===== config.mk =====
export PLATFORM = sky130hd
export DESIGN_NAME = bandwidth_weighted_interleave
export DESIGN_NICKNAME = d
export VERILOG_FILES = /design/src/rtl/bwi_pkg.sv /design/src/rtl/bwi_divider.sv /design/src/rtl/bandwidth_weighted_interleave.sv
export SDC_FILE = /design/constraint.sdc
export NUM_CORES = 1
export LEC_CHECK = 0
export ABC_AREA = 1
export BUFFER_PORTS_ARGS = -buffer_cell sky130_fd_sc_hd__clkbuf_2
export CELL_PAD_IN_SITES_DETAIL_PLACEMENT = 2
export CELL_PAD_IN_SITES_GLOBAL_PLACEMENT = 2
export CORE_UTILIZATION = 24
export CTS_BUF_LIST = sky130_fd_sc_hd__clkbuf_8
export DETAILED_ROUTE_END_ITERATION = 16
export HOLD_SLACK_MARGIN = 0.02
export PLACE_DENSITY_LB_ADDON = 0.1
export SLEW_MARGIN = 25
export SYNTH_ARGS = -nofsm -noshare
export SYNTH_HDL_FRONTEND = slang
export SYNTH_SLANG_ARGS = --single-unit

===== constraint.sdc =====
create_clock -name clock -period 5.5 [get_ports clock]
set_input_delay 1.1 -clock clock [delete_from_list [all_inputs] [get_ports clock]]
set_output_delay 1.1 -clock clock [all_outputs]
set_load 0.05 [all_outputs]

===== src/rtl/bwi_pkg.sv =====
`timescale 1ns / 1ps
// ----------------------------------------------------------------------------
// bwi_pkg
// Shared widths, constants and types of the bandwidth weighted interleave.
// ----------------------------------------------------------------------------
package bwi_pkg;

   // Node table
   localparam int NODES   = 8;
   localparam int IDX_W   = (NODES > 1) ? $clog2(NODES) : 1;
   localparam int CNT_W   = $clog2(NODES + 1);

   // Field widths
   localparam int BW_W     = 24;
   localparam int NODE_W   = 6;
   localparam int WEIGHT_W = 7;
   localparam int SUM_W    = BW_W + ((NODES > 1) ? $clog2(NODES) : 1);

   // Divider operands: numerator bw*200 + sum, denominator 2*sum
   localparam int WEIGHT_SCALE = 100;
   localparam int NUM_W        = BW_W + 9;
   localparam int DEN_W        = SUM_W + 1;
   localparam int CMP_W        = DEN_W + WEIGHT_W;
   localparam int QCNT_W       = $clog2(WEIGHT_W);

   // Stream payload widths
   localparam int REQ_DATA_W = 32;
   localparam int RSP_DATA_W = 16;

   // Register file
   localparam int CSR_ADDR_W = 3;
   localparam int CSR_DATA_W = 32;
   localparam logic REG_MIN_BANDWIDTH = 1'b0;
   localparam logic [BW_W-1:0] MIN_BANDWIDTH_RESET = BW_W'(1);

   // Divider status toward the sequencer
   typedef struct packed {
      logic busy;
      logic done;
   } div_status_type;

endpackage


===== src/rtl/bwi_divider.sv =====
`timescale 1ns / 1ps
// ----------------------------------------------------------------------------
// bwi_divider
// Restoring divider, one quotient bit per cycle. The quotient is known to
// fit WEIGHT_W bits, so only WEIGHT_W steps are run.
// ----------------------------------------------------------------------------
module bwi_divider (
   input  logic                           clock,
   input  logic                           reset,
   input  logic                           start,
   input  logic [bwi_pkg::NUM_W-1:0]      numer,
   input  logic [bwi_pkg::DEN_W-1:0]      denom,
   output bwi_pkg::div_status_type        status,
   output logic [bwi_pkg::WEIGHT_W-1:0]   quotient
);
   import bwi_pkg::*;

   logic [CMP_W-1:0]    rem_ff, rem_in;
   logic [CMP_W-1:0]    dsh_ff, dsh_in;
   logic [WEIGHT_W-1:0] q_ff, q_in;
   logic [QCNT_W-1:0]   cnt_ff, cnt_in;
   logic                busy_ff, busy_in;
   logic                done_ff, done_in;
   logic                ge;

   // One compare and subtract per step
   assign ge = (rem_ff >= dsh_ff);

   always_comb begin
      rem_in  = rem_ff;
      dsh_in  = dsh_ff;
      q_in    = q_ff;
      cnt_in  = cnt_ff;
      busy_in = busy_ff;
      done_in = 1'b0;
      if (start) begin
         rem_in  = CMP_W'(numer);
         dsh_in  = CMP_W'(denom) << (WEIGHT_W - 1);
         q_in    = '0;
         cnt_in  = QCNT_W'(WEIGHT_W - 1);
         busy_in = 1'b1;
      end else if (busy_ff) begin
         if (ge) begin
            rem_in = rem_ff - dsh_ff;
         end
         q_in   = {q_ff[WEIGHT_W-2:0], ge};
         dsh_in = dsh_ff >> 1;
         cnt_in = cnt_ff - QCNT_W'(1);
         if (cnt_ff == '0) begin
            busy_in = 1'b0;
            done_in = 1'b1;
         end
      end
   end

   always_ff @(posedge clock) begin
      rem_ff <= rem_in;
      dsh_ff <= dsh_in;
      q_ff   <= q_in;
      cnt_ff <= cnt_in;
      if (reset) begin
         busy_ff <= 1'b0;
         done_ff <= 1'b0;
      end else begin
         busy_ff <= busy_in;
         done_ff <= done_in;
      end
   end

   assign status.busy = busy_ff;
   assign status.done = done_ff;
   assign quotient    = q_ff;

endmodule


===== src/rtl/bandwidth_weighted_interleave.sv =====
`timescale 1ns / 1ps
// ----------------------------------------------------------------------------
// bandwidth_weighted_interleave
// Loads one record per memory node, sums the bandwidth of qualifying nodes and
// after the last record emits one interleave weight per node (percent or 0/1).
// ----------------------------------------------------------------------------
// Channel  Ports   Direction  Contents
// req      req_*   in         node record; tlast marks the last node
// rsp      rsp_*   out        node weight; tlast marks the final result
// csr      csr_*   in/out     min_bandwidth at byte address 0
//
// Records load at one per cycle while req_tready is high.
// After the last record: a mode check, then per node a prepare step and,
// for a node that needs a division, a multiply and the 7-step divider
// before rsp_tvalid; each result then holds until rsp_tready is high.
// req_tready stays low from the last record until the final result is taken.
// Synchronous active-high reset; the node table holds no reset value.
// ----------------------------------------------------------------------------
module bandwidth_weighted_interleave (
   input  logic                             clock,
   input  logic                             reset,
   // req_tdata: in_allowed_set[0], bandwidth_idle[1], capacity_idle[2],
   //            max_bandwidth[26:3], zero fill [31:27]
   input  logic                             req_tvalid,
   output logic                             req_tready,
   input  logic [bwi_pkg::REQ_DATA_W-1:0]   req_tdata,
   input  logic                             req_tlast,
   // rsp_tdata: node_index[5:0], weight[12:6], selected[13],
   //            equal_mode[14], zero fill [15]
   output logic                             rsp_tvalid,
   input  logic                             rsp_tready,
   output logic [bwi_pkg::RSP_DATA_W-1:0]   rsp_tdata,
   output logic                             rsp_tlast,
   // Register port
   input  logic                             csr_psel,
   input  logic                             csr_penable,
   input  logic                             csr_pwrite,
   input  logic [bwi_pkg::CSR_ADDR_W-1:0]   csr_paddr,
   input  logic [bwi_pkg::CSR_DATA_W-1:0]   csr_pwdata,
   output logic [bwi_pkg::CSR_DATA_W-1:0]   csr_prdata,
   output logic                             csr_pready
);
   import bwi_pkg::*;

   typedef enum logic [2:0] {
      S_LOAD,
      S_CHECK,
      S_PREP,
      S_MUL,
      S_DSTART,
      S_DWAIT,
      S_OUT
   } state_type;

   state_type           state_ff, state_in;
   logic [BW_W-1:0]     min_bw_ff;
   logic [SUM_W-1:0]    sum_ff, sum_in;
   logic [CNT_W-1:0]    loaded_ff, loaded_in;
   logic [IDX_W-1:0]    idx_ff, idx_in;
   logic                equal_ff, equal_in;
   logic [NUM_W-1:0]    numer_ff, numer_in;
   logic [RSP_DATA_W-1:0] data_ff, data_in;
   logic                last_ff, last_in;

   logic [BW_W-1:0]     node_bw_ff [NODES];
   logic                counts_ff [NODES];
   logic                allowed_idle_ff [NODES];

   logic                req_acc, rsp_acc, csr_wr;
   logic                store;
   logic                rec_idle_ok, rec_counts;
   logic [BW_W-1:0]     rec_bw;
   logic                idx_last;
   logic                div_start;
   div_status_type      div_status;
   logic [WEIGHT_W-1:0] div_q;

   // Handshakes
   assign req_tready = (state_ff == S_LOAD);
   assign rsp_tvalid = (state_ff == S_OUT);
   assign req_acc    = req_tvalid && req_tready;
   assign rsp_acc    = rsp_tvalid && rsp_tready;
   assign csr_pready = 1'b1;
   assign csr_wr     = csr_psel && csr_penable && csr_pwrite && csr_pready;

   // Register file
   always_ff @(posedge clock) begin
      if (reset) begin
         min_bw_ff <= MIN_BANDWIDTH_RESET;
      end else if (csr_wr && (csr_paddr[2] == REG_MIN_BANDWIDTH)) begin
         min_bw_ff <= csr_pwdata[BW_W-1:0];
      end
   end

   always_comb begin
      csr_prdata = '0;
      if (csr_paddr[2] == REG_MIN_BANDWIDTH) begin
         csr_prdata = CSR_DATA_W'(min_bw_ff);
      end
   end

   // Record qualification
   assign rec_bw      = req_tdata[BW_W+2:3];
   assign rec_idle_ok = req_tdata[0] && req_tdata[1] && req_tdata[2];
   assign rec_counts  = rec_idle_ok && (rec_bw >= min_bw_ff);
   assign store       = req_acc && (loaded_ff < CNT_W'(NODES));

   // Node table
   always_ff @(posedge clock) begin
      if (store) begin
         node_bw_ff[loaded_ff[IDX_W-1:0]]      <= rec_bw;
         counts_ff[loaded_ff[IDX_W-1:0]]       <= rec_counts;
         allowed_idle_ff[loaded_ff[IDX_W-1:0]] <= rec_idle_ok;
      end
   end

   assign idx_last  = ((CNT_W'(idx_ff) + CNT_W'(1)) == loaded_ff);
   assign div_start = (state_ff == S_DSTART);

   bwi_divider u_div (
      .clock    (clock),
      .reset    (reset),
      .start    (div_start),
      .numer    (numer_ff),
      .denom    ({sum_ff, 1'b0}),
      .status   (div_status),
      .quotient (div_q)
   );

   // Sequencer
   always_comb begin
      state_in  = state_ff;
      sum_in    = sum_ff;
      loaded_in = loaded_ff;
      idx_in    = idx_ff;
      equal_in  = equal_ff;
      numer_in  = numer_ff;
      data_in   = data_ff;
      last_in   = last_ff;
      unique case (state_ff)
         S_LOAD: begin
            if (store) begin
               loaded_in = loaded_ff + CNT_W'(1);
               if (rec_counts) begin
                  sum_in = sum_ff + SUM_W'(rec_bw);
               end
            end
            if (req_acc && req_tlast) begin
               state_in = S_CHECK;
            end
         end
         S_CHECK: begin
            equal_in = (sum_ff == '0) || (sum_ff < SUM_W'(min_bw_ff));
            idx_in   = '0;
            state_in = S_PREP;
         end
         S_PREP: begin
            last_in = idx_last;
            if (!equal_ff && counts_ff[idx_ff]) begin
               state_in = S_MUL;
            end else begin
               data_in = {1'b0, equal_ff, equal_ff && allowed_idle_ff[idx_ff],
                          WEIGHT_W'(equal_ff && allowed_idle_ff[idx_ff]),
                          NODE_W'(idx_ff)};
               state_in = S_OUT;
            end
         end
         S_MUL: begin
            numer_in = NUM_W'(node_bw_ff[idx_ff]) * NUM_W'(2 * WEIGHT_SCALE)
                       + NUM_W'(sum_ff);
            state_in = S_DSTART;
         end
         S_DSTART: begin
            state_in = S_DWAIT;
         end
         S_DWAIT: begin
            if (div_status.done) begin
               data_in  = {1'b0, 1'b0, 1'b1, div_q, NODE_W'(idx_ff)};
               state_in = S_OUT;
            end
         end
         S_OUT: begin
            if (rsp_acc) begin
               if (last_ff) begin
                  loaded_in = '0;
                  sum_in    = '0;
                  state_in  = S_LOAD;
               end else begin
                  idx_in   = idx_ff + IDX_W'(1);
                  state_in = S_PREP;
               end
            end
         end
         default: begin
            state_in = S_LOAD;
         end
      endcase
   end

   always_ff @(posedge clock) begin
      idx_ff   <= idx_in;
      equal_ff <= equal_in;
      numer_ff <= numer_in;
      data_ff  <= data_in;
      last_ff  <= last_in;
      if (reset) begin
         state_ff  <= S_LOAD;
         sum_ff    <= '0;
         loaded_ff <= '0;
      end else begin
         state_ff  <= state_in;
         sum_ff    <= sum_in;
         loaded_ff <= loaded_in;
      end
   end

   assign rsp_tdata = data_ff;
   assign rsp_tlast = last_ff;

   // Checks
   a_no_overlap: assert property (@(posedge clock) disable iff (reset)
      !(req_tready && rsp_tvalid))
      else $error("input accepted while a result is pending");

   a_weight_range: assert property (@(posedge clock) disable iff (reset)
      rsp_tvalid |-> (data_ff[NODE_W+WEIGHT_W-1:NODE_W] <= WEIGHT_W'(WEIGHT_SCALE)))
      else $error("weight above 100");

   a_equal_weight: assert property (@(posedge clock) disable iff (reset)
      (rsp_tvalid && data_ff[NODE_W+WEIGHT_W+1])
         |-> (data_ff[NODE_W+WEIGHT_W-1:NODE_W] <= WEIGHT_W'(1)))
      else $error("equal mode weight above 1");

   a_unselected_zero: assert property (@(posedge clock) disable iff (reset)
      (rsp_tvalid && !data_ff[NODE_W+WEIGHT_W])
         |-> (data_ff[NODE_W+WEIGHT_W-1:NODE_W] == '0))
      else $error("unselected node with nonzero weight");

   a_div_idle: assert property (@(posedge clock) disable iff (reset)
      (state_ff == S_LOAD) |-> !div_status.busy)
      else $error("divider busy while loading");

endmodule

==> flow_summary.yaml, run 1 <==
status:
  status: "finished clean"
final_layout:
  synthToLayoutAreaGrowth_pct: 27.9
  fin_area_um2: 32400
  multi_input_area_um2: 13400
  register_area_um2: 11200
  nFillCells: 11800
  fin_nets: 3715
  layoutNonFillerInstCount: 4850
  drive_above_1_share_pct: 21.4
timing:
  drv_slew: 0
  max_freq_mhz: 185
  period_needed_ns: 5.39
  fin_ws_ns: 0.106
  rsz0062_at_grt: "true"
  tightest_slew_ns: 1.07
  final-hold-violation-count: 0
  finClkSkew_ns: 0.0483
  timing.hold.ws_ns: 0.481
  setup_viol: 0
  slew_headroom_pct: 27.9
  finalCritPeriodShare_pct: 98.1
yosys:
  synth-seq-cells: 400
  synth_ff_type: "edfxtp_1"
  ys_seq_area_share_pct: 44.2
  synth_edf_count: 318
  synth_top_area_share_pct: 37.7
  ys_warn_count: 0
  yosysUniqueCellTypes: 54
  synth_commonest_cells: "nand2_1, inv_1, nor2_1, edfxtp_1, ha_1"
  syn_avg_cell_area_um2: 8.33
  async_flop_share_pct: 0
  synthCells: 3037
  synth_top_cell_by_area: "edfxtp_1"
  synth_area_um2: 25300
  yosysMostFrequentCell: "nand2_1"
  synth_area_leaders: "edfxtp_1, ha_1, nand2_1"
setup_path:
  crit_type: "flip-flop to flip-flop"
  worstPathArrival_ns: 5.83
  cp_max_fo: 7
  worst-r2r-cell-count: 31
  crit_required_ns: 5.94
  start_kind: "flip-flop"
  cp_top_family: "adder cells"
  worst-path-stages: 31
  end_kind: "flip-flop"
  path_buf_inv: 10
  slowest_delay_ns: 0.50
  critPathSlowestCell: "fa_1"
cts:
  cts.htree.levels: 3
  cts.sinks: 400
  numCtsBuffers: 80
  cts.clk_slew.worst_paths_ns: 0.06
  cts_tree: "yes"
  postCtsHoldBufs: 0
  clock_path_buffers: 3
  insertion_delay_ns: 0.73
  root_buffer: "clkbuf_8"
global_routing:
  grt_max_degree: 84
  antenna_found_initial: 3
  track_usage_pct: 18.7
  grt_pass1_wl_mm: 151
  gr-total-overflow: 0
  grt_pass1_vias: 25000
detailed_routing:
  vias_per_cell: 4.61
  wl_mm: 100
  dr.first_iter.drc_count: 777
  wl_per_cell_um: 20.7
  num_vias: 22400
  firstDrtPassIters: 4
  drc: 0
  antenna_left: 0
die:
  dieArea_um2: 107000
  die_x_um: 327
  die_h_um: 327
  ios: 127
  core.rowCount: 118
  coreArea_um2: 104000
  start_util_pct: 24.3
hold_path:
  min_path_cells: 2
  hold_path.class: "flip-flop to flip-flop"
run:
  maxCapViolCount: 0
pwr:
  p_leak_nw: 14.2
  peakVddDrop_mv: 0.309
  power_mw: 19.2
  powerDensity_nw_per_um2: 594
placement:
  pre_cts_slack_ns: -0.493
  dpl.cell_count: 4661
  place_area_um2: 29000
  dp_hpwl_mm: 77.9
  port_buffers: 98
  gp_congestion: 0.838
## layer usage
metal	vias to the layer above	global-route usage, %	share of wire, %
met4	2	6.05	2.4
li1	10900	-	-
met3	121	2.47	2.9
met5	-	0	0.013
met2	294	33.2	50
met1	11100	23.2	45
## registers in the layout (all words and copies together) (netlist names), 4 cells and up, named ones only
register,cells
rsp_tdata,12
min_bw_ff,24
node_bw_ff,192
numer_ff,33
loaded_ff,4
u_div.dsh_ff,34
u_div.rem_ff,35
sum_ff,27
allowed_idle_ff,8
u_div.quotient,7
counts_ff,8
## final cells by class
class,instances,share of cell area (%)
tap,1380,5.33
inverter,413,4.83
sequential,400,34.6
timing repair buffer,371,8.89
antenna,2,0.0155
clock inverter,63,1.45
multi-input combinational,2141,41.5
clock buffer,80,3.40
## worst paths after layout
| path | startpoint | end | slack, ns |
|---|---|---|---|
| worst min register to register | u_div.cnt_ff[0]$_SDFFE_PP0P_ | u_div.cnt_ff[0]$_SDFFE_PP0P_ | 0.48 |
| worst max-delay path | flip-flop | numer_ff[27]$_DFFE_PN_ | 0.11 |
| worst max register to register | flip-flop | numer_ff[27]$_DFFE_PN_ | 0.11 |
| worst min-delay path | u_div.cnt_ff[0]$_SDFFE_PP0P_ | u_div.cnt_ff[0]$_SDFFE_PP0P_ | 0.48 |
## kinds of logic (layout without fill, tap and decap cells)
group / count (synthesis) / in the layout / share of synthesized area (%)
adders and majority gates: 233 / 233 / 12.2
AOI/OAI and AO/OA: 557 / 557 / 12.2
and+or+nand+nor: 1263 / 1263 / 20.8
muxes: 3 / 3 / 0.133
xor gates and xnor gates: 72 / 72 / 2.49
buffers and inverters: 507 / 927 / 7.92
other: 2 / 15 / 0.0297
DFF: 400 / 400 / 44.2
## what timing repair did
action	4_1_cts	5_1_grt
endpoints found under the setup margin	16	16
gates cloned	3	1
pin swaps	40	62
resized for setup	136	190
buffers inserted	24	19
## power by group
group / total (mW) / switching (mW) / internal, mW / leakage [nW]
sequential: 3.75 / 0.123 / 3.63 / 3.56
clock: 3.10 / 1.44 / 1.66 / 0.892
combinational: 12.4 / 6.69 / 5.69 / 9.70
total: 19.2 / 8.25 / 11.0 / 14.2
## tightest hold or removal path: stages (launching register included)
cell and delay (ns):
dfxtp_1 0.31, nand2_1 0.07, a21oi_1 0.05
## through the flow
stage | util (%) | TNS [ns]
2_1_floorplan | - | 0
3_3_place_gp | 27.8 | -3.80
3_5_place_dp | 27.8 | -5.34
4_1_cts | 30.2 | 0
5_1_grt | 31.1 | -1.38
6_report | 31.1 | 0
## layout by cell type, fill, tap and decap left out, types with 98 or more instances in the layout
| master | netlist | final |
|---|---|---|
| nand2_1 | 678 | 635 |
| clkbuf_2 | 0 | 98 |
| edfxtp_1 | 318 | 318 |
| o21ai_0 | 185 | 149 |
| inv_1 | 396 | 413 |
| buf_4 | 13 | 235 |
| nand3_1 | 112 | 104 |
| nor2_1 | 349 | 317 |
| a21oi_1 | 192 | 160 |
| ha_1 | 211 | 184 |
(Power assumes the default switching activity.)
==> run 2, diff against run 1 <==
CORE_ASPECT_RATIO = 1.25   (was not set)
==> run 2 against run 1 <==
Register-to-register slack improved by 0.04 ns. Total power is 1.9% lower. Sequential power about the same.
==> flow_summary.yaml, run 2 (synthesis results as in run 1) <==
detailed_routing:
  firstDrtPassIters: 4
  wl_mm: 101
  dr.first_iter.drc_count: 535
  drc: 0
  wl_per_cell_um: 21.0
  num_vias: 22400
  vias_per_cell: 4.65
  antenna_left: 0
global_routing:
  track_usage_pct: 18.9
  antenna_found_initial: 1
  gr-total-overflow: 0
  use_met2_pct: 36.1
  grt_max_degree: 81
  grt_pass1_vias: 25300
  use_met3_pct: 2.20
  use_met1_pct: 21.7
  grt_busiest_layer: "met2"
  grt_pass1_wl_mm: 153
pwr:
  peakVddDrop_mv: 0.366
  p_leak_nw: 14.1
  powerDensity_nw_per_um2: 582
timing:
  max_freq_mhz: 187
  finalCritPeriodShare_pct: 97.3
  tightest_slew_ns: 0.987
  slew_headroom_pct: 34.1
  final-hold-violation-count: 0
  period_needed_ns: 5.35
  finClkSkew_ns: 0.0739
  fin_ws_ns: 0.147
  drv_slew: 0
  rsz0062_at_grt: "true"
  setup_viol: 0
  timing.hold.ws_ns: 0.466
setup_path:
  reg2reg_to: "numer_ff[30]$_DFFE_PN_"
  slowest_delay_ns: 0.53
  critPathSlowestCell: "fa_2"
  reg2reg_slack_ns: 0.15
  crit_top_cell: "nand2_4"
  worstPathArrival_ns: 5.82
  crit_required_ns: 5.97
  end_kind: "flip-flop"
  start_kind: "flip-flop"
  cp_max_fo: 11
  crit_type: "flip-flop to flip-flop"
  worst-r2r-cell-count: 30
  worstSetupEndpoint: "numer_ff[30]$_DFFE_PN_"
placement:
  place_area_um2: 28900
  dpl.cell_count: 4617
  dp_hpwl_mm: 78.2
  pre_cts_slack_ns: -0.378
  port_buffers: 98
  gp_congestion: 0.833
final_layout:
  synthToLayoutAreaGrowth_pct: 28.0
  drive_above_1_share_pct: 21.8
  utilization_pct: 31.1
  fin_nets: 3713
  nFillCells: 11700
  final_common_cell: "nand2_1"
  layout_common_cells: "nand2_1, inv_1, edfxtp_1"
  fin_area_um2: 32400
  layoutNonFillerInstCount: 4805
  largest_register_ffs: 192
die:
  coreArea_um2: 104000
  start_util_pct: 24.3
  die_x_um: 292
  dieArea_um2: 107000
  core.rowCount: 132
  die_h_um: 365
  ios: 127
cts:
  numCtsBuffers: 77
  root_buffer: "clkbuf_8"
  postCtsHoldBufs: 0
  cts.sinks: 400
  insertion_delay_ns: 0.75
  cts.htree.levels: 3
  cts_tree: "yes"
  cts.clk_slew.worst_paths_ns: 0.06
  clock_path_buffers: 3
status:
  status: "finished clean"
run:
  maxCapViolCount: 0
hold_path:
  hold_path.class: "flip-flop to flip-flop"
[run 2: changes by cell type in the layout (fill, tap and decap cells not counted), sizes merged]
| cell | delta |
|---|---|
| bufbuf | -1 |
| clkinvlp | +3 |
| buf | -1 |
| inv | -2 |
| clkbuf | +2 |
| bufinv | -3 |
| clkinv | -3 |
[run 2: layout make-up]
class	count	area, µm²	share of cell area (%)
sequential	400	11200	34.6
clock buffer	79	1090	3.36
timing repair buffer	372	2960	9.13
antenna	2	5.00	0.0154
clock inverter	58	388	1.20
tap	1340	1680	5.17
multi-input combinational	2141	13500	41.7
inverter	413	1570	4.83
[run 2: critical path, delay by kind of cell, from the launching register on]
kind            cells  cell delay, ns
compound gates      5            0.65
xor+xnor            1            0.13
fa+ha+maj           5            1.64
buf+inv             8            0.98
flops               1            0.45
simple gates       11            1.20
[run 2: report_power, final]
group | internal (mW) | leakage, nW | switching [mW]
logic | 5.67 | 9.72 | 6.51
clock network | 1.50 | 0.834 | 1.44
registers | 3.63 | 3.56 | 0.119
[run 2: worst min path at each step]
stage	startpoint	end	slack, ns	cells past startpoint
floorplan	u_div.cnt_ff[0]$_SDFFE_PP0P_	u_div.cnt_ff[0]$_SDFFE_PP0P_	0.44	2
global placement	u_div.cnt_ff[0]$_SDFFE_PP0P_	u_div.cnt_ff[0]$_SDFFE_PP0P_	0.45	2
detailed placement	u_div.cnt_ff[0]$_SDFFE_PP0P_	u_div.cnt_ff[0]$_SDFFE_PP0P_	0.46	2
CTS	u_div.cnt_ff[0]$_SDFFE_PP0P_	u_div.cnt_ff[0]$_SDFFE_PP0P_	0.47	2
global route	u_div.cnt_ff[0]$_SDFFE_PP0P_	u_div.cnt_ff[0]$_SDFFE_PP0P_	0.48	2
finish	u_div.cnt_ff[0]$_SDFFE_PP0P_	u_div.cnt_ff[0]$_SDFFE_PP0P_	0.47	2
[run 2: repair_timing]
action | in CTS | in global routing
setup buffers | 13 | 29
resized for setup | 115 | 242
setup endpoints to repair | 16 | 17
gates cloned | 3 | 4
pin swaps | 32 | 103
[run 2: layer usage]
metal | routed length (µm) | vias up
li1 | - | 10900
met1 | 42200 | 11100
met2 | 52900 | 275
met3 | 2810 | 116
met4 | 3140 | 0
met5 | 0 | -
[run 2: per-stage QoR]
step	setup TNS, ns	power [mW]
floorplan	0	8.65
global placement	-2.26	13.1
detailed placement	-3.23	13.3
CTS	-0.0642	17.5
global route	-0.676	20.3
finish	0	18.9
